===== config.mk =====
export PLATFORM = sky130hd
export DESIGN_NAME = modbus_rtu_read_input_master_flat
export DESIGN_NICKNAME = d
export VERILOG_FILES = /design/src/design/mbrtu_pkg.sv /design/src/design/mbrtu_if.sv /design/src/design/mbrtu_cfg.sv /design/src/design/mbrtu_req_gen.sv /design/src/design/mbrtu_rx.sv /design/src/design/modbus_rtu_read_input_master.sv /design/src/flat_wrapper.sv
export SDC_FILE = /design/constraint.sdc
export NUM_CORES = 1
export LEC_CHECK = 0
export ABC_AREA = 0
export BUFFER_PORTS_ARGS = -buffer_cell sky130_fd_sc_hd__buf_2
export CAP_MARGIN = 20
export CORE_MARGIN = 10
export CORE_UTILIZATION = 55
export CTS_CLUSTER_DIAMETER = 150
export CTS_CLUSTER_SIZE = 30
export DETAILED_ROUTE_END_ITERATION = 6
export HOLD_SLACK_MARGIN = 0.02
export PLACE_DENSITY = 0.76
export SLEW_MARGIN = 40
export SYNTH_ARGS = -nofsm -noshare
export SYNTH_HDL_FRONTEND = slang
export SYNTH_SLANG_ARGS = --single-unit

===== constraint.sdc =====
create_clock -name clk -period 11.2 [get_ports clk]
set_input_delay 1.12 -clock clk [delete_from_list [all_inputs] [get_ports clk]]
set_output_delay 1.12 -clock clk [all_outputs]
set_load 0.03 [all_outputs]

===== src/design/mbrtu_pkg.sv =====
// Shared types, constants and the CRC-16 byte update for the Modbus RTU
// function 04 master. No dependencies; every other design file but mbrtu_if refers to it.
`default_nettype none

package mbrtu_pkg;

	// Default values for the top-level parameters.
	localparam int MAX_REGISTERS_DEF = 125;
	localparam int TIMEOUT_WIDTH_DEF = 16;

	// Protocol constants.
	localparam logic [7:0]  FUNC_CODE = 8'h04;
	localparam logic [15:0] CRC_SEED  = 16'hFFFF;
	localparam logic [15:0] CRC_POLY  = 16'hA001;

	// Input request codes.
	localparam logic [1:0] REQ_START = 2'd0;
	localparam logic [1:0] REQ_BYTE  = 2'd1;
	localparam logic [1:0] REQ_TICK  = 2'd2;

	// Result kinds.
	localparam logic [1:0] KIND_TX     = 2'd0;
	localparam logic [1:0] KIND_REG    = 2'd1;
	localparam logic [1:0] KIND_STATUS = 2'd2;

	// Status codes.
	localparam logic [2:0] ST_OK        = 3'd0;
	localparam logic [2:0] ST_CRC       = 3'd1;
	localparam logic [2:0] ST_SLAVE     = 3'd2;
	localparam logic [2:0] ST_FUNC      = 3'd3;
	localparam logic [2:0] ST_COUNT     = 3'd4;
	localparam logic [2:0] ST_TIMEOUT   = 3'd5;

	// Configuration register indexes (byte address is four times the index).
	localparam logic [1:0] REG_SLAVE_ID   = 2'd0;
	localparam logic [1:0] REG_START_REG  = 2'd1;
	localparam logic [1:0] REG_COUNT      = 2'd2;
	localparam logic [1:0] REG_TIMEOUT    = 2'd3;
	localparam int         PADDR_WIDTH    = 4;

	// One result word as it leaves the block.
	typedef struct packed {
		logic [1:0]  out_kind;
		logic [7:0]  tx_byte;
		logic [6:0]  reg_index;
		logic [15:0] reg_value;
		logic [2:0]  status;
		logic        last;
	} rsp_word_t;

	// Live configuration shared by the request generator and the receiver.
	typedef struct packed {
		logic [7:0]  slave_addr;
		logic [15:0] first_reg;
		logic [6:0]  reg_count;
		logic [15:0] timeout_ticks;
	} cfg_t;

	// Request generator status toward the top level.
	typedef struct packed {
		logic      busy;
		rsp_word_t word;
	} gen_out_t;

	// Reflected CRC-16 update over one byte, eight shift steps.
	function automatic logic [15:0] crc_byte(input logic [15:0] crc_in, input logic [7:0] b);
		logic [15:0] c;
		c = crc_in ^ {8'h00, b};
		for (int k = 0; k < 8; k++) begin
			c = c[0] ? ((c >> 1) ^ CRC_POLY) : (c >> 1);
		end
		return c;
	endfunction

endpackage

`default_nettype wire


===== src/design/mbrtu_if.sv =====
// Channel interfaces for the Modbus RTU master: the input word channel and
// the result word channel. No dependencies.
`default_nettype none

// Input words: start, received byte or tick.
interface mbrtu_cmd_if;
	logic       valid;
	logic       ready;
	logic [1:0] req_type;
	logic [7:0] rx_byte;
	modport source(output valid, output req_type, output rx_byte, input ready);
	modport sink(input valid, input req_type, input rx_byte, output ready);
endinterface

// Result words: request bytes, provisional registers and final status.
interface mbrtu_rsp_if;
	logic        valid;
	logic        ready;
	logic [1:0]  out_kind;
	logic [7:0]  tx_byte;
	logic [6:0]  reg_index;
	logic [15:0] reg_value;
	logic [2:0]  status;
	logic        last;
	modport source(output valid, output out_kind, output tx_byte, output reg_index,
		output reg_value, output status, output last, input ready);
	modport sink(input valid, input out_kind, input tx_byte, input reg_index,
		input reg_value, input status, input last, output ready);
endinterface

`default_nettype wire


===== src/design/mbrtu_cfg.sv =====
// APB-style configuration registers of the Modbus RTU master.
// Depends on mbrtu_pkg for register indexes and the cfg_t type.
`default_nettype none

module mbrtu_cfg #(
	parameter int MAX_REGISTERS = mbrtu_pkg::MAX_REGISTERS_DEF
) (
	input  wire logic                              clk,
	input  wire logic                              arst_n,
	input  wire logic                              psel,
	input  wire logic                              penable,
	input  wire logic                              pwrite,
	input  wire logic [mbrtu_pkg::PADDR_WIDTH-1:0] paddr,
	input  wire logic [31:0]                       pwdata,
	output logic [31:0]                            prdata,
	output mbrtu_pkg::cfg_t                        cfg
);

	localparam logic [6:0] MAX_CNT = 7'(MAX_REGISTERS);

	logic [7:0]  slave_addr_q;
	logic [15:0] start_reg_q;
	logic [6:0]  count_q;
	logic [15:0] timeout_q;
	logic        wr_en;
	logic [1:0]  wr_idx;
	logic [6:0]  count_wr;

	assign wr_en    = psel && penable && pwrite;
	assign wr_idx   = paddr[3:2];
	assign count_wr = (pwdata[6:0] > MAX_CNT) ? MAX_CNT : pwdata[6:0];

	// Register writes; the count saturates at the protocol limit.
	always_ff @(posedge clk or negedge arst_n) begin
		if (!arst_n) begin
			slave_addr_q <= 8'd1;
			start_reg_q  <= 16'd0;
			count_q      <= 7'd45;
			timeout_q    <= 16'd100;
		end else if (wr_en) begin
			case (wr_idx)
				mbrtu_pkg::REG_SLAVE_ID:  slave_addr_q <= pwdata[7:0];
				mbrtu_pkg::REG_START_REG: start_reg_q  <= pwdata[15:0];
				mbrtu_pkg::REG_COUNT:     count_q      <= count_wr;
				mbrtu_pkg::REG_TIMEOUT:   timeout_q    <= pwdata[15:0];
				default: ;
			endcase
		end
	end

	// Read data.
	always_comb begin
		case (wr_idx)
			mbrtu_pkg::REG_SLAVE_ID:  prdata = {24'd0, slave_addr_q};
			mbrtu_pkg::REG_START_REG: prdata = {16'd0, start_reg_q};
			mbrtu_pkg::REG_COUNT:     prdata = {25'd0, count_q};
			mbrtu_pkg::REG_TIMEOUT:   prdata = {16'd0, timeout_q};
			default:                  prdata = 32'd0;
		endcase
	end

	assign cfg = '{slave_addr: slave_addr_q, first_reg: start_reg_q,
		reg_count: count_q, timeout_ticks: timeout_q};

endmodule

`default_nettype wire


===== src/design/mbrtu_req_gen.sv =====
// Request generator: emits the eight request bytes of a function 04 query,
// one per advance, updating the CRC one byte per cycle while advance is high. Depends on mbrtu_pkg.
`default_nettype none

module mbrtu_req_gen (
	input  wire logic             clk,
	input  wire logic             arst_n,
	input  wire logic             start,
	input  wire logic             advance,
	input  mbrtu_pkg::cfg_t       cfg,
	output mbrtu_pkg::gen_out_t   gen
);

	logic        busy_q;
	logic [2:0]  idx_q;
	logic [15:0] crc_q;
	logic [7:0]  cur_byte;

	// Byte for the current position; the count high byte is always zero.
	always_comb begin
		case (idx_q)
			3'd0:    cur_byte = cfg.slave_addr;
			3'd1:    cur_byte = mbrtu_pkg::FUNC_CODE;
			3'd2:    cur_byte = cfg.first_reg[15:8];
			3'd3:    cur_byte = cfg.first_reg[7:0];
			3'd4:    cur_byte = 8'h00;
			3'd5:    cur_byte = {1'b0, cfg.reg_count};
			3'd6:    cur_byte = crc_q[7:0];
			default: cur_byte = crc_q[15:8];
		endcase
	end

	// Sequencer: load on start, step on each advance, stop after the eighth byte.
	always_ff @(posedge clk or negedge arst_n) begin
		if (!arst_n) begin
			busy_q <= 1'b0;
			idx_q  <= 3'd0;
		end else if (start) begin
			busy_q <= 1'b1;
			idx_q  <= 3'd0;
		end else if (advance && busy_q) begin
			idx_q <= idx_q + 3'd1;
			if (idx_q == 3'd7) begin
				busy_q <= 1'b0;
			end
		end
	end

	// Running CRC over the first six bytes.
	always_ff @(posedge clk) begin
		if (start) begin
			crc_q <= mbrtu_pkg::CRC_SEED;
		end else if (advance && busy_q && idx_q < 3'd6) begin
			crc_q <= mbrtu_pkg::crc_byte(crc_q, cur_byte);
		end
	end

	assign gen.busy = busy_q;
	assign gen.word = '{out_kind: mbrtu_pkg::KIND_TX, tx_byte: cur_byte, reg_index: 7'd0,
		reg_value: 16'd0, status: mbrtu_pkg::ST_OK, last: (idx_q == 3'd7)};

endmodule

`default_nettype wire


===== src/design/mbrtu_rx.sv =====
// Response receiver: applies one registered input word to the receive state
// and forms the result word it causes. Depends on mbrtu_pkg.
`default_nettype none

module mbrtu_rx #(
	parameter int TIMEOUT_WIDTH = mbrtu_pkg::TIMEOUT_WIDTH_DEF
) (
	input  wire logic             clk,
	input  wire logic             arst_n,
	input  wire logic             fire,
	input  wire logic [1:0]       req_type,
	input  wire logic [7:0]       rx_byte,
	input  mbrtu_pkg::cfg_t       cfg,
	output logic                  has_result,
	output mbrtu_pkg::rsp_word_t  result
);

	localparam int CW = (TIMEOUT_WIDTH > 16) ? TIMEOUT_WIDTH : 16;
	localparam logic [TIMEOUT_WIDTH-1:0] IDLE_MAX = '1;

	typedef enum logic [1:0] {PH_IDLE, PH_RECV} phase_t;

	phase_t                   phase_q;
	logic [7:0]               pos_q;
	logic [15:0]              crc_q;
	logic [7:0]               held_hi_q;
	logic [7:0]               crc_lo_q;
	logic [2:0]               hdr_err_q;
	logic [TIMEOUT_WIDTH-1:0] idle_q;
	logic [6:0]               reg_cnt_q;

	logic [8:0]               total;
	logic [8:0]               pos1;
	logic [8:0]               pos2;
	logic                     recv;
	logic                     is_final;
	logic                     is_crc_lo;
	logic                     is_reg;
	logic [TIMEOUT_WIDTH-1:0] idle_next;
	logic                     timed_out;
	logic [2:0]               final_st;
	logic [2:0]               hdr_chk;

	// Response framing against the live register count.
	assign total     = 9'd5 + {1'b0, cfg.reg_count, 1'b0};
	assign pos1      = {1'b0, pos_q} + 9'd1;
	assign pos2      = {1'b0, pos_q} + 9'd2;
	assign recv      = (phase_q == PH_RECV);
	assign is_final  = (pos1 >= total);
	assign is_crc_lo = (pos2 == total);
	assign is_reg    = !is_final && !is_crc_lo && (pos_q >= 8'd3) && !pos_q[0];

	// Saturating idle counter and the timeout compare.
	assign idle_next = (idle_q == IDLE_MAX) ? idle_q : idle_q + 1'b1;
	assign timed_out = (CW'(idle_next) >= CW'(cfg.timeout_ticks)) || (idle_next == IDLE_MAX);

	// CRC mismatch wins over any header error.
	assign final_st = ({rx_byte, crc_lo_q} != crc_q) ? mbrtu_pkg::ST_CRC : hdr_err_q;

	// Header check for the first three bytes.
	always_comb begin
		hdr_chk = mbrtu_pkg::ST_OK;
		case (pos_q)
			8'd0: if (rx_byte != cfg.slave_addr) hdr_chk = mbrtu_pkg::ST_SLAVE;
			8'd1: if (rx_byte != mbrtu_pkg::FUNC_CODE) hdr_chk = mbrtu_pkg::ST_FUNC;
			8'd2: if (rx_byte != {cfg.reg_count, 1'b0}) hdr_chk = mbrtu_pkg::ST_COUNT;
			default: hdr_chk = mbrtu_pkg::ST_OK;
		endcase
	end

	// Result selection.
	always_comb begin
		has_result = 1'b0;
		result = '{out_kind: mbrtu_pkg::KIND_STATUS, tx_byte: 8'd0, reg_index: 7'd0,
			reg_value: 16'd0, status: mbrtu_pkg::ST_OK, last: 1'b1};
		case (req_type)
			mbrtu_pkg::REQ_BYTE: begin
				if (recv && is_final) begin
					has_result    = 1'b1;
					result.status = final_st;
				end else if (recv && is_reg) begin
					has_result       = 1'b1;
					result.out_kind  = mbrtu_pkg::KIND_REG;
					result.reg_index = reg_cnt_q;
					result.reg_value = {held_hi_q, rx_byte};
					result.last      = 1'b0;
				end
			end
			mbrtu_pkg::REQ_TICK: begin
				if (recv && timed_out) begin
					has_result    = 1'b1;
					result.status = mbrtu_pkg::ST_TIMEOUT;
				end
			end
			default: has_result = 1'b0;
		endcase
	end

	// Receive state and phase.
	always_ff @(posedge clk or negedge arst_n) begin
		if (!arst_n) begin
			phase_q   <= PH_IDLE;
			pos_q     <= 8'd0;
			crc_q     <= mbrtu_pkg::CRC_SEED;
			held_hi_q <= 8'd0;
			crc_lo_q  <= 8'd0;
			hdr_err_q <= mbrtu_pkg::ST_OK;
			idle_q    <= '0;
			reg_cnt_q <= 7'd0;
		end else if (fire) begin
			case (req_type)
				mbrtu_pkg::REQ_START: begin
					phase_q   <= PH_RECV;
					pos_q     <= 8'd0;
					crc_q     <= mbrtu_pkg::CRC_SEED;
					held_hi_q <= 8'd0;
					crc_lo_q  <= 8'd0;
					hdr_err_q <= mbrtu_pkg::ST_OK;
					idle_q    <= '0;
					reg_cnt_q <= 7'd0;
				end
				mbrtu_pkg::REQ_TICK: begin
					if (recv) begin
						idle_q <= idle_next;
						if (timed_out) begin
							phase_q <= PH_IDLE;
						end
					end
				end
				mbrtu_pkg::REQ_BYTE: begin
					if (recv) begin
						idle_q <= '0;
						if (is_final) begin
							phase_q <= PH_IDLE;
							pos_q   <= 8'd0;
						end else begin
							pos_q <= pos1[7:0];
							if (is_crc_lo) begin
								crc_lo_q <= rx_byte;
							end else begin
								crc_q <= mbrtu_pkg::crc_byte(crc_q, rx_byte);
								if (pos_q < 8'd3) begin
									if (hdr_err_q == mbrtu_pkg::ST_OK) begin
										hdr_err_q <= hdr_chk;
									end
								end else if (pos_q[0]) begin
									held_hi_q <= rx_byte;
								end else begin
									reg_cnt_q <= reg_cnt_q + 7'd1;
								end
							end
						end
					end
				end
				default: ;
			endcase
		end
	end

endmodule

`default_nettype wire


===== src/design/modbus_rtu_read_input_master.sv =====
// Top level of the Modbus RTU function 04 master: input register, request
// generator, receiver and output register. Depends on mbrtu_pkg, mbrtu_if,
// mbrtu_cfg, mbrtu_req_gen and mbrtu_rx.
`default_nettype none

// Each input word is taken into an input register and handled there;
// received bytes and ticks sustain one word per clock when the result side
// keeps up. A start word hands its query to the request generator, which
// sends the eight request bytes, computing the request CRC one byte per cycle
// while the result side keeps up; words behind a start wait in the input
// register until the last request byte has been sent. All results leave
// through a single output register that refills in the cycle it is taken, so
// the result channel sets the pace when it stalls. There is no clearing pass
// after reset.
module modbus_rtu_read_input_master #(
	parameter int MAX_REGISTERS = mbrtu_pkg::MAX_REGISTERS_DEF,
	parameter int TIMEOUT_WIDTH = mbrtu_pkg::TIMEOUT_WIDTH_DEF
) (
	input  wire logic                              clk,
	input  wire logic                              arst_n,
	input  wire logic                              psel,
	input  wire logic                              penable,
	input  wire logic                              pwrite,
	input  wire logic [mbrtu_pkg::PADDR_WIDTH-1:0] paddr,
	input  wire logic [31:0]                       pwdata,
	output logic [31:0]                            prdata,
	output logic                                   pready,
	mbrtu_cmd_if.sink                              cmd,
	mbrtu_rsp_if.source                            rsp
);

	mbrtu_pkg::cfg_t      cfg;
	mbrtu_pkg::gen_out_t  gen;
	mbrtu_pkg::rsp_word_t rx_word;
	mbrtu_pkg::rsp_word_t out_q;

	logic       valid_s1;
	logic [1:0] req_s1;
	logic [7:0] rx_s1;
	logic       rx_has;
	logic       fire_s1;
	logic       slot_free;
	logic       out_valid_q;
	logic       gen_start;

	assign pready    = 1'b1;
	assign slot_free = !out_valid_q || rsp.ready;
	assign fire_s1   = valid_s1 && !gen.busy && (!rx_has || slot_free);
	assign gen_start = fire_s1 && (req_s1 == mbrtu_pkg::REQ_START);
	assign cmd.ready = !valid_s1 || fire_s1;

	mbrtu_cfg #(
		.MAX_REGISTERS(MAX_REGISTERS)
	) u_cfg (
		.clk(clk), .arst_n(arst_n), .psel(psel), .penable(penable), .pwrite(pwrite),
		.paddr(paddr), .pwdata(pwdata), .prdata(prdata), .cfg(cfg)
	);

	mbrtu_req_gen u_gen (
		.clk(clk), .arst_n(arst_n), .start(gen_start), .advance(slot_free),
		.cfg(cfg), .gen(gen)
	);

	mbrtu_rx #(
		.TIMEOUT_WIDTH(TIMEOUT_WIDTH)
	) u_rx (
		.clk(clk), .arst_n(arst_n), .fire(fire_s1), .req_type(req_s1), .rx_byte(rx_s1),
		.cfg(cfg), .has_result(rx_has), .result(rx_word)
	);

	// Input register.
	always_ff @(posedge clk or negedge arst_n) begin
		if (!arst_n) begin
			valid_s1 <= 1'b0;
		end else if (cmd.ready) begin
			valid_s1 <= cmd.valid;
		end
	end

	always_ff @(posedge clk) begin
		if (cmd.ready && cmd.valid) begin
			req_s1 <= cmd.req_type;
			rx_s1  <= cmd.rx_byte;
		end
	end

	// Output register: request bytes take priority while the generator runs.
	always_ff @(posedge clk or negedge arst_n) begin
		if (!arst_n) begin
			out_valid_q <= 1'b0;
		end else if (slot_free) begin
			out_valid_q <= gen.busy || (fire_s1 && rx_has);
		end
	end

	always_ff @(posedge clk) begin
		if (slot_free) begin
			out_q <= gen.busy ? gen.word : rx_word;
		end
	end

	assign rsp.valid     = out_valid_q;
	assign rsp.out_kind  = out_q.out_kind;
	assign rsp.tx_byte   = out_q.tx_byte;
	assign rsp.reg_index = out_q.reg_index;
	assign rsp.reg_value = out_q.reg_value;
	assign rsp.status    = out_q.status;
	assign rsp.last      = out_q.last;

endmodule

`default_nettype wire


===== src/flat_wrapper.sv =====
// flat-port wrapper written by rule: the top's interface ports become plain ports
module modbus_rtu_read_input_master_flat 
#(
	parameter int MAX_REGISTERS = mbrtu_pkg::MAX_REGISTERS_DEF,
	parameter int TIMEOUT_WIDTH = mbrtu_pkg::TIMEOUT_WIDTH_DEF
)
  (clk, arst_n, psel, penable, pwrite, paddr, pwdata, prdata, pready, cmd_valid, cmd_req_type, cmd_rx_byte, cmd_ready, rsp_valid, rsp_out_kind, rsp_tx_byte, rsp_reg_index, rsp_reg_value, rsp_status, rsp_last, rsp_ready);
  mbrtu_cmd_if cmd_i ();
  mbrtu_rsp_if rsp_i ();
  input  wire logic clk;
  input  wire logic arst_n;
  input  wire logic psel;
  input  wire logic penable;
  input  wire logic pwrite;
  input  wire logic [mbrtu_pkg::PADDR_WIDTH-1:0] paddr;
  input  wire logic [31:0] pwdata;
  output logic [31:0] prdata;
  output logic pready;
  input wire logic [$bits(cmd_i.valid)-1:0] cmd_valid;
  input wire logic [$bits(cmd_i.req_type)-1:0] cmd_req_type;
  input wire logic [$bits(cmd_i.rx_byte)-1:0] cmd_rx_byte;
  output wire logic [$bits(cmd_i.ready)-1:0] cmd_ready;
  output wire logic [$bits(rsp_i.valid)-1:0] rsp_valid;
  output wire logic [$bits(rsp_i.out_kind)-1:0] rsp_out_kind;
  output wire logic [$bits(rsp_i.tx_byte)-1:0] rsp_tx_byte;
  output wire logic [$bits(rsp_i.reg_index)-1:0] rsp_reg_index;
  output wire logic [$bits(rsp_i.reg_value)-1:0] rsp_reg_value;
  output wire logic [$bits(rsp_i.status)-1:0] rsp_status;
  output wire logic [$bits(rsp_i.last)-1:0] rsp_last;
  input wire logic [$bits(rsp_i.ready)-1:0] rsp_ready;
  assign cmd_i.valid = cmd_valid;
  assign cmd_i.req_type = cmd_req_type;
  assign cmd_i.rx_byte = cmd_rx_byte;
  assign cmd_ready = cmd_i.ready;
  assign rsp_valid = rsp_i.valid;
  assign rsp_out_kind = rsp_i.out_kind;
  assign rsp_tx_byte = rsp_i.tx_byte;
  assign rsp_reg_index = rsp_i.reg_index;
  assign rsp_reg_value = rsp_i.reg_value;
  assign rsp_status = rsp_i.status;
  assign rsp_last = rsp_i.last;
  assign rsp_i.ready = rsp_ready;
  modbus_rtu_read_input_master #(.MAX_REGISTERS(MAX_REGISTERS), .TIMEOUT_WIDTH(TIMEOUT_WIDTH)) u_core (.clk(clk), .arst_n(arst_n), .psel(psel), .penable(penable), .pwrite(pwrite), .paddr(paddr), .pwdata(pwdata), .prdata(prdata), .pready(pready), .cmd(cmd_i), .rsp(rsp_i));
endmodule

==> results.yml, run 1 <==
detailed_routing:
  route.met2.wl_um: 12000
  ant_nets: 0
  drt-met1-wl_um: 11300
  wire_per_inst_um: 18.5
  num_vias: 7940
  finalWirelength_um: 25700
  detail_route.vias_per_cell: 5.72
  first_iter_violations: 546
  remaining_drc_errors: 0
  top_layer: "met5"
  wl_met3_um: 1870
  dr.pass1.iters: 5
finish:
  area_growth_pct: 10.5
  finalNonFillerCells: 1389
  drive_gt1_frac: 0.196
  final_core_util: 0.622
  final_common_cell: "nand2_1"
  fin_nets: 1209
  final_cell_mix: "nand2_1 (136), dfrtp_1 (96), buf_2 (88)"
yosys:
  ys_seq_area_frac: 0.449
  ys_types: 78
  ys_ff_latch: 183
  syn_area_per_cell_um2: 10.0
  yosys_most_used_dff: "dfrtp_1"
  yosysWarnings: 0
  syn-cell-area_um2: 10600
  synth_edf_count: 47
  async_flop_share: 0.656
  netlist_instances: 1060
timing:
  clock.fmax_mhz: 159
  worstMarginPinSlew_ns: 0.765
  slew_headroom: 0.489
  fin_hold_ws_ns: 0.497
  period_minus_slack_ns: 6.29
  fin_setup_tns_ns: 0
  rsz0062_at_grt: "no"
  hold_viol: 0
  setup_viol: 0
  clock-skew-final_ns: 0.00964
  fin_crit_sh: 0.562
  slew_viol_final: 0
pwr:
  p_per_area_nw_per_um2: 289
  p_leak_nw: 4.99
  ir_drop_v: 0.000306
critical_path:
  max_stage_delay_ns: 0.53
  cp_max_fo: 10
  reg2reg_depth: 14
  required_ns: 10.08
  r2r-end: "u_core.req_s1[0]"
  crit_family: "compound AO/OA/AOI/OAI gates"
  startpoint_type: "flop"
  critical_path_class: "flop to output port"
  worstSetupEndpointType: "output port"
  r2r_slack_ns: 5.77
  worst_ep_arrival_time_ns: 5.17
  crit_chain: "ha_1 -> nand3_1 -> nor3_1 -> and2_0 -> mux2_2 -> ha_1 -> a21o_1 -> a21o_1 -> a2111oi_0 -> o21ai_0 -> nor2_1 -> o31ai_1 -> o21ai_0 -> buf_2"
  crit_buf_inv: 1
  reg2reg_from: "u_core.u_rx.idle_q[0]"
  critPathSlowestCell: "dfrtp_1"
cts:
  htreeDepth: 4
  cts_inserted_buffers: 17
  ctsRootBufferMaster: "clkbuf_16"
  postCtsResizedCells: 0
  post_cts_buffers: 0
  path_clk_slew_ns: 0.07
  cts_buffer_depth: 2
  clk_latency_ns: 0.43
  holdBufCountCts: 0
  clock_sinks: 183
  tritoncts: "done"
min_path:
  min_path_type: "flop to flop"
  min_from: "u_core.u_gen.crc_q[4]"
  min_to: "u_core.u_gen.crc_q[4]"
  hold_depth: 2
floorplan:
  num_rows: 50
  die_area_um2: 25200
  die_x_um: 159
  core_um2: 18800
  ios: 125
  start_util: 0.563
  die_h_um: 159
place:
  dp_cells: 1355
  place.gp.congestion: 0.890
  numPortBuffers: 89
  dp_hpwl_um: 18900
grt:
  grt_start_max_net_pins: 80
  grt_pass1_wl_um: 41900
  grt_pass1_vias: 7923
  grt-ovfl-total: 0
  antenna_found_initial: 2
  track_usage: 0.201
run_status:
  outcome: "completed"
job:
  drv_cap: 0
==> cells in the mapped netlist, types with 24 or more instances <==
library cell  instances  area, um2
nand2_1             137        514
dfrtp_1              96       2400
xnor2_1              76        666
o21ai_0              67        335
nor2_1               49        184
clkbuf_1             48        180
edfxtp_1             47       1410
ha_1                 42        526
mux2_2               40        450
a21oi_1              38        190
nand3_1              38        190
inv_1                37        139
and2_1               27        169
dfstp_2              24        631
==> tightest hold or removal path: stages (launching register included) <==
cell and delay (ns):
dfxtp_1 0.33, nand2_1 0.06, nand3_1 0.06
==> kinds of logic (layout without fill, tap and decap cells) <==
family / Yosys count / after routing / synth area share
adders and majority gates: 42 / 42 / 0.0496
DFF: 183 / 183 / 0.449
muxes: 59 / 59 / 0.0699
xor gates and xnor gates: 103 / 103 / 0.0904
and+or+nand+nor: 347 / 347 / 0.157
other: 2 / 19 / 0.000708
buffers and inverters: 114 / 166 / 0.0492
AOI/OAI and AO/OA: 210 / 210 / 0.134
==> layout make-up <==
cell class	instances	area [um2]
repair buffers	96	504
diodes	2	5.00
clock inverters	14	139
multi-input cells	778	5400
well taps	260	325
inverters	38	143
clock buffers	18	429
fillers	1531	7120
flip-flops and latches	183	4760
==> registers in the layout (all words and copies together), names as in the netlist, 16 cells and up <==
name / count
u_core.u_gen.crc_q: 16
u_core.u_cfg.start_reg_q: 16
u_core.rsp.reg_value: 16
u_core.u_rx.idle_q: 16
u_core.u_cfg.timeout_q: 16
u_core.u_rx.crc_q: 16
==> worst max-delay path by stage <==
stage          slack, ns        end  cells past startpoint                   from
2_1_floorplan       6.13  cmd_ready                     13  u_core.u_rx.idle_q[1]
3_3_place_gp        5.64  cmd_ready                     14  u_core.u_rx.idle_q[0]
3_5_place_dp        5.49  cmd_ready                     14  u_core.u_rx.idle_q[0]
4_1_cts             5.00  cmd_ready                     14  u_core.u_rx.idle_q[0]
5_1_grt             4.53  cmd_ready                     14  u_core.u_rx.idle_q[0]
6_report            4.91  cmd_ready                     14  u_core.u_rx.idle_q[0]
==> power breakdown <==
part,internal [W],switching (W)
Clock,0.000312,0.000273
Combinational,0.000733,0.000960
Sequential,0.000913,0.000198
Total,0.00196,0.00143
==> stage by stage <==
| step | cell area [um2] | setup slack [ns] | total power (W) |
|---|---|---|---|
| finish | 11700 | 4.91 | 0.00339 |
| global route | 11700 | 4.53 | 0.00359 |
| CTS | 11700 | 5.00 | 0.00338 |
| detailed placement | 11100 | 5.49 | 0.00279 |
| global placement | 11100 | 5.64 | 0.00274 |
| floorplan | 10700 | 6.13 | 0.00245 |
==> layer usage <==
layer | track usage | vias up
met5 | 0 | -
met4 | 0.0604 | 2
met3 | 0.0571 | 32
met2 | 0.319 | 268
met1 | 0.261 | 3817
li1 | - | 3821
Power figures use the tool's default switching activity.
==> inputs of run 2 (changes only) <==
--- a/config.mk
+++ b/config.mk
@@ -9,12 +9,12 @@
 export BUFFER_PORTS_ARGS = -buffer_cell sky130_fd_sc_hd__buf_2
 export CAP_MARGIN = 20
 export CORE_MARGIN = 10
-export CORE_UTILIZATION = 55
+export CORE_UTILIZATION = 54
 export CTS_CLUSTER_DIAMETER = 150
 export CTS_CLUSTER_SIZE = 30
 export DETAILED_ROUTE_END_ITERATION = 6
 export HOLD_SLACK_MARGIN = 0.02
-export PLACE_DENSITY = 0.76
+export PLACE_DENSITY = 0.78
 export SLEW_MARGIN = 40
 export SYNTH_ARGS = -nofsm -noshare
 export SYNTH_HDL_FRONTEND = slang
==> constraint.sdc (replaced) <==
create_clock -name clk -period 5.2 [get_ports clk]
set_input_delay 0.52 -clock clk [delete_from_list [all_inputs] [get_ports clk]]
set_output_delay 0.52 -clock clk [all_outputs]
set_load 0.03 [all_outputs]
==> run 2 against run 1 <==
Compared with the run above:
- routed wire length increased by 0.32%
- clock skew about the same
- first-iteration DRC count increased by 28%
- global-route usage decreased by 0.26 points
- worst hold slack got worse by 0.38 ns
- highest routed layer is now met4
- final area increased by 0.99%
- clock power increased by 130%
- setup slack got worse by 4.6 ns
- power increased by 120%
- die area increased by 1.6%
==> results.yml, run 2 (synthesis results as in run 1) <==
timing:
  slew_viol_final: 0
  clock-skew-final_ns: 0.0101
  setup_viol: 0
  fin_hold_ws_ns: 0.115
  fin_crit_sh: 0.935
  fin_setup_tns_ns: 0
  hold_viol: 0
  rsz0062_at_grt: "no"
  period_minus_slack_ns: 4.86
  clock.fmax_mhz: 206
  slew_headroom: 0.474
  worstMarginPinSlew_ns: 0.789
  fin_ws_ns: 0.341
grt:
  antenna_found_initial: 2
  track_usage: 0.198
  grt_start_max_net_pins: 81
  grt_pass1_wl_um: 41700
  grt_pass1_vias: 7931
  grt-ovfl-total: 0
floorplan:
  die_area_um2: 25600
  die_h_um: 160
  die_x_um: 160
  start_util: 0.547
  core_um2: 19400
  ios: 125
  num_rows: 51
critical_path:
  crit_chain: "ha_2 -> nand3_1 -> nor3_1 -> buf_4 -> and2_0 -> mux2_2 -> ha_1 -> a21o_1 -> a21o_1 -> a2111oi_0 -> o21ai_1 -> nor2_1 -> o31ai_1 -> o21ai_2 -> buf_2"
  worstSetupEndpointType: "output port"
  max_stage_delay_ns: 0.48
  crit_family: "compound AO/OA/AOI/OAI gates"
  worst_ep_arrival_time_ns: 4.34
  critical_path_class: "flop to output port"
  crit_buf_inv: 2
  crit_path_frequent_cell: "a21o_1"
  cp_max_fo: 8
  r2r_slack_ns: 0.55
  critPathSlowestCell: "dfrtp_1"
  required_ns: 4.68
  startpoint_type: "flop"
pwr:
  power.total_w: 0.00741
  p_leak_nw: 5.06
  ir_drop_v: 0.000748
  p_per_area_nw_per_um2: 626
finish:
  finalNonFillerCells: 1402
  final_cell_mix: "nand2_1 (137), dfrtp_1 (95), buf_2 (88)"
  final_common_cell: "nand2_1"
  drive_gt1_frac: 0.202
  area_growth_pct: 11.6
  fin_nets: 1217
  n_fill_cell: 1627
detailed_routing:
  finalWirelength_um: 25800
  ant_nets: 0
  wire_per_inst_um: 18.4
  num_vias: 8120
  remaining_drc_errors: 0
  first_iter_violations: 700
  detail_route.vias_per_cell: 5.79
  dr.pass1.iters: 5
cts:
  path_clk_slew_ns: 0.07
  cts_inserted_buffers: 17
  holdBufCountCts: 0
  clock_sinks: 183
  htreeDepth: 4
  ctsRootBufferMaster: "clkbuf_16"
  tritoncts: "done"
  post_cts_buffers: 0
  clk_latency_ns: 0.44
  cts_buffer_depth: 2
place:
  dp_cells: 1368
  numPortBuffers: 89
  dp_hpwl_um: 19000
  post-place-ws_ns: 0.448
  place.gp.congestion: 0.904
job:
  drv_cap: 0
run_status:
  outcome: "completed"
min_path:
  min_path_type: "input port to async pin"
## run 2: layout make-up
class                   instances  area, um2  area share
repair buffers                104        564      0.0477
inverters                      38        143      0.0121
diodes                          2       5.00    0.000423
flip-flops and latches        183       4770       0.403
multi-input cells             778       5390       0.456
clock inverters                14        185      0.0157
well taps                     265        332      0.0280
clock buffers                  18        439      0.0371
## run 2: final timing paths
kind	end	cells past startpoint	startpoint
setup / recovery	cmd_ready	15	u_core.u_rx.idle_q[1]
hold reg to reg	u_core.u_rx.held_hi_q[2]	1	u_core.u_rx.held_hi_q[2]
min in group clk	u_core.rx_s1[5]	1	cmd_rx_byte[5]
hold / removal	u_core.u_gen.busy_q	1	arst_n
max in group asynchronous	u_core.u_cfg.slave_addr_q[0]	2	arst_n
setup reg to reg	u_core.u_rx.crc_q[14]	18	u_core.u_rx.idle_q[1]
## run 2: worst register-to-register path: cells and delay by family, from the launching register on
family / cells / cell delay, ns
flip-flops: 1 / 0.48
multiplexers: 1 / 0.37
AND/OR/NAND/NOR: 4 / 0.84
adder cells (fa/ha/maj): 2 / 0.59
AO/OA/AOI/OAI: 8 / 1.63
buffers and inverters: 3 / 0.71
## run 2: routing by layer
metal / vias to the layer above / track usage / wire length, um
met1: 3952 / 0.260 / 11400
met2: 295 / 0.312 / 11900
met4: 0 / 0.0680 / 541
li1: 3836 / - / -
met5: - / 0 / 0
met3: 37 / 0.0517 / 1950
## run 2: per-stage QoR
step,utilization,instance area (um2)
global route,0.610,11800
CTS,0.609,11800
global placement,0.576,11200
detailed placement,0.577,11200
finish,0.610,11800
floorplan,-,10700
## run 2: what timing repair did
item | 4_1_cts | 5_1_grt
pin swaps | 0 | 0
gates resized for setup | 1 | 4
setup endpoints to repair | 1 | 1
## run 2: report_power, final
| part | leakage, nW | switching (W) | internal, W |
|---|---|---|---|
| Combinational | 2.66 | 0.00205 | 0.00159 |
| Sequential | 2.10 | 0.000427 | 0.00197 |
| Clock | 0.304 | 0.000588 | 0.000784 |
| Total | 5.06 | 0.00306 | 0.00435 |
==> inputs of run 3 (changes only) <==
--- a/config.mk
+++ b/config.mk
@@ -9,12 +9,12 @@
 export BUFFER_PORTS_ARGS = -buffer_cell sky130_fd_sc_hd__buf_2
 export CAP_MARGIN = 20
 export CORE_MARGIN = 10
-export CORE_UTILIZATION = 54
+export CORE_UTILIZATION = 55
 export CTS_CLUSTER_DIAMETER = 150
 export CTS_CLUSTER_SIZE = 30
 export DETAILED_ROUTE_END_ITERATION = 6
 export HOLD_SLACK_MARGIN = 0.02
-export PLACE_DENSITY = 0.78
+export PLACE_DENSITY = 0.76
 export SLEW_MARGIN = 40
 export SYNTH_ARGS = -nofsm -noshare
 export SYNTH_HDL_FRONTEND = slang
==> constraint.sdc (replaced) <==
create_clock -name clk -period 6 [get_ports clk]
set_input_delay 0.6 -clock clk [delete_from_list [all_inputs] [get_ports clk]]
set_output_delay 0.6 -clock clk [all_outputs]
set_load 0.03 [all_outputs]
==> run 3 against run 2 <==
Compared with the run above:
- critical path type unchanged
- sequential power decreased by 13%
- largest cell class unchanged
- utilization increased by 1.3 points
- flip-flop and latch count unchanged
- register-to-register slack improved by 0.05 ns
==> results.yml, run 3 (synthesis results as in run 1) <==
detailed_routing:
  wire_per_inst_um: 18.7
  wl_met3_um: 1660
  ant_nets: 0
  finalWirelength_um: 25900
  num_vias: 8080
  first_iter_violations: 564
  route.met2.wl_um: 12200
  remaining_drc_errors: 0
  detail_route.vias_per_cell: 5.81
  top_layer: "met5"
  drt-met1-wl_um: 11600
  dr.pass1.iters: 5
cts:
  path_clk_slew_ns: 0.07
  ctsRootBufferMaster: "clkbuf_16"
  cts_inserted_buffers: 17
  tritoncts: "done"
  htreeDepth: 4
  clk_latency_ns: 0.44
  holdBufCountCts: 0
  clock_sinks: 183
  cts_buffer_depth: 2
critical_path:
  required_ns: 5.40
  crit_chain: "ha_1 -> nand3_1 -> nor3_2 -> and2_0 -> mux2_2 -> ha_1 -> a21o_1 -> a21o_1 -> a2111oi_0 -> o21ai_0 -> nor2_1 -> o31ai_1 -> o21ai_0 -> buf_2"
  critPathSlowestCell: "dfrtp_1"
  critical_path_class: "flop to output port"
  crit_buf_inv: 1
  max_stage_delay_ns: 0.52
  crit_family: "compound AO/OA/AOI/OAI gates"
  cp_max_fo: 10
  startpoint_type: "flop"
  worstSetupEndpointType: "output port"
  r2r_slack_ns: 0.60
  worst_ep_arrival_time_ns: 4.96
floorplan:
  start_util: 0.563
  core_um2: 18800
  ios: 125
  die_x_um: 159
  num_rows: 50
  die_area_um2: 25200
  die_h_um: 159
grt:
  grt-ovfl-total: 0
  grt_pass1_vias: 7804
  grt_start_max_net_pins: 81
  track_usage: 0.202
  antenna_found_initial: 2
  grt_pass1_wl_um: 42300
pwr:
  p_per_area_nw_per_um2: 539
  p_leak_nw: 5.00
  ir_drop_v: 0.000487
timing:
  worstMarginPinSlew_ns: 0.763
  fin_hold_ws_ns: 0.140
  fin_crit_sh: 0.927
  period_minus_slack_ns: 5.56
  setup_viol: 0
  clock-skew-final_ns: 0.00770
  hold_viol: 0
  fin_setup_tns_ns: 0
  slew_viol_final: 0
  slew_headroom: 0.491
  rsz0062_at_grt: "no"
  clock.fmax_mhz: 180
finish:
  final_cell_mix: "nand2_1 (137), dfrtp_1 (96), buf_2 (88)"
  drive_gt1_frac: 0.197
  fin_nets: 1211
  n_fill_cell: 1560
  multi_input_area_um2: 5400
  final_core_util: 0.622
  final-seq-area_um2: 4760
  finalNonFillerCells: 1390
  final_common_cell: "nand2_1"
  area_growth_pct: 10.6
place:
  place.gp.congestion: 0.920
  dp_cells: 1357
  numPortBuffers: 89
  dp_hpwl_um: 19000
run_status:
  outcome: "completed"
min_path:
  min_path_type: "input port to async pin"
job:
  drv_cap: 0
[run 3: changes by cell type in the layout (fill, tap and decap cells not counted), moves of 2 or more]
cell and delta:
inv_6 -2, buf_4 -6, bufinv_16 -2, o21ai_1 -2, o21ai_0 +2, clkinvlp_4 +4
[run 3: metrics by stage]
step                      cell area (um2)  setup slack (ns)  power (W)
after floorplan                     10700              1.26    0.00457
after global placement              11100             0.885    0.00513
after detailed placement            11100             0.596    0.00521
after CTS                           11700             0.325    0.00632
after global routing                11700            0.0722    0.00674
final                               11700             0.438    0.00632
[run 3: final timing paths]
kind | startpoint | end | cells after the start
setup / recovery | u_core.u_rx.idle_q[0] | cmd_ready | 14
hold / removal | arst_n | u_core.u_gen.busy_q | 1
setup reg to reg | u_core.u_rx.idle_q[0] | u_core.u_rx.reg_cnt_q[5] | 15
hold reg to reg | u_core.u_rx.held_hi_q[6] | u_core.u_rx.held_hi_q[6] | 1
max in group asynchronous | arst_n | u_core.u_rx.idle_q[15] | 2
min in group clk | cmd_rx_byte[3] | u_core.rx_s1[3] | 1
[run 3: layout make-up]
| class | count | area share |
|---|---|---|
| Timing Repair Buffer | 98 | 0.0443 |
| Clock inverter | 14 | 0.0121 |
| Tap cell | 260 | 0.0278 |
| Sequential cell | 183 | 0.406 |
| Clock buffer | 18 | 0.0366 |
| Multi-Input combinational cell | 778 | 0.460 |
| Antenna cell | 1 | 0.000213 |
| Inverter | 38 | 0.0122 |
[run 3: worst reg2reg max path, cell delays in order (launching register included)]
cell       delay [ns]
dfrtp_1          0.52
ha_1             0.37
nand3_1          0.22
nor3_2           0.36
and2_0           0.35
mux2_2           0.40
ha_1             0.27
a21o_1           0.15
a21o_1           0.16
a2111oi_0        0.43
o21ai_0          0.30
o21ba_2          0.32
a31oi_4          0.31
nand2_1          0.45
or4_1            0.61
o21ai_0          0.09
[run 3: timing repair]
action,4_1_cts,5_1_grt
gates resized for setup,0,1
setup buffers,0,0
setup endpoints to repair,0,1
[run 3: power by group]
| group | internal (W) | leakage (nW) | switching [W] | total, W |
|---|---|---|---|---|
| Clock | 0.000584 | 0.265 | 0.000513 | 0.00110 |
| Combinational | 0.00137 | 2.63 | 0.00178 | 0.00315 |
| Sequential | 0.00170 | 2.10 | 0.000371 | 0.00207 |
[run 3: layer usage]
layer  up-vias  global-route usage
met5         -                   0
met1      3948               0.268
met3        37              0.0480
li1       3831                   -
met4         2              0.0557
met2       262               0.324
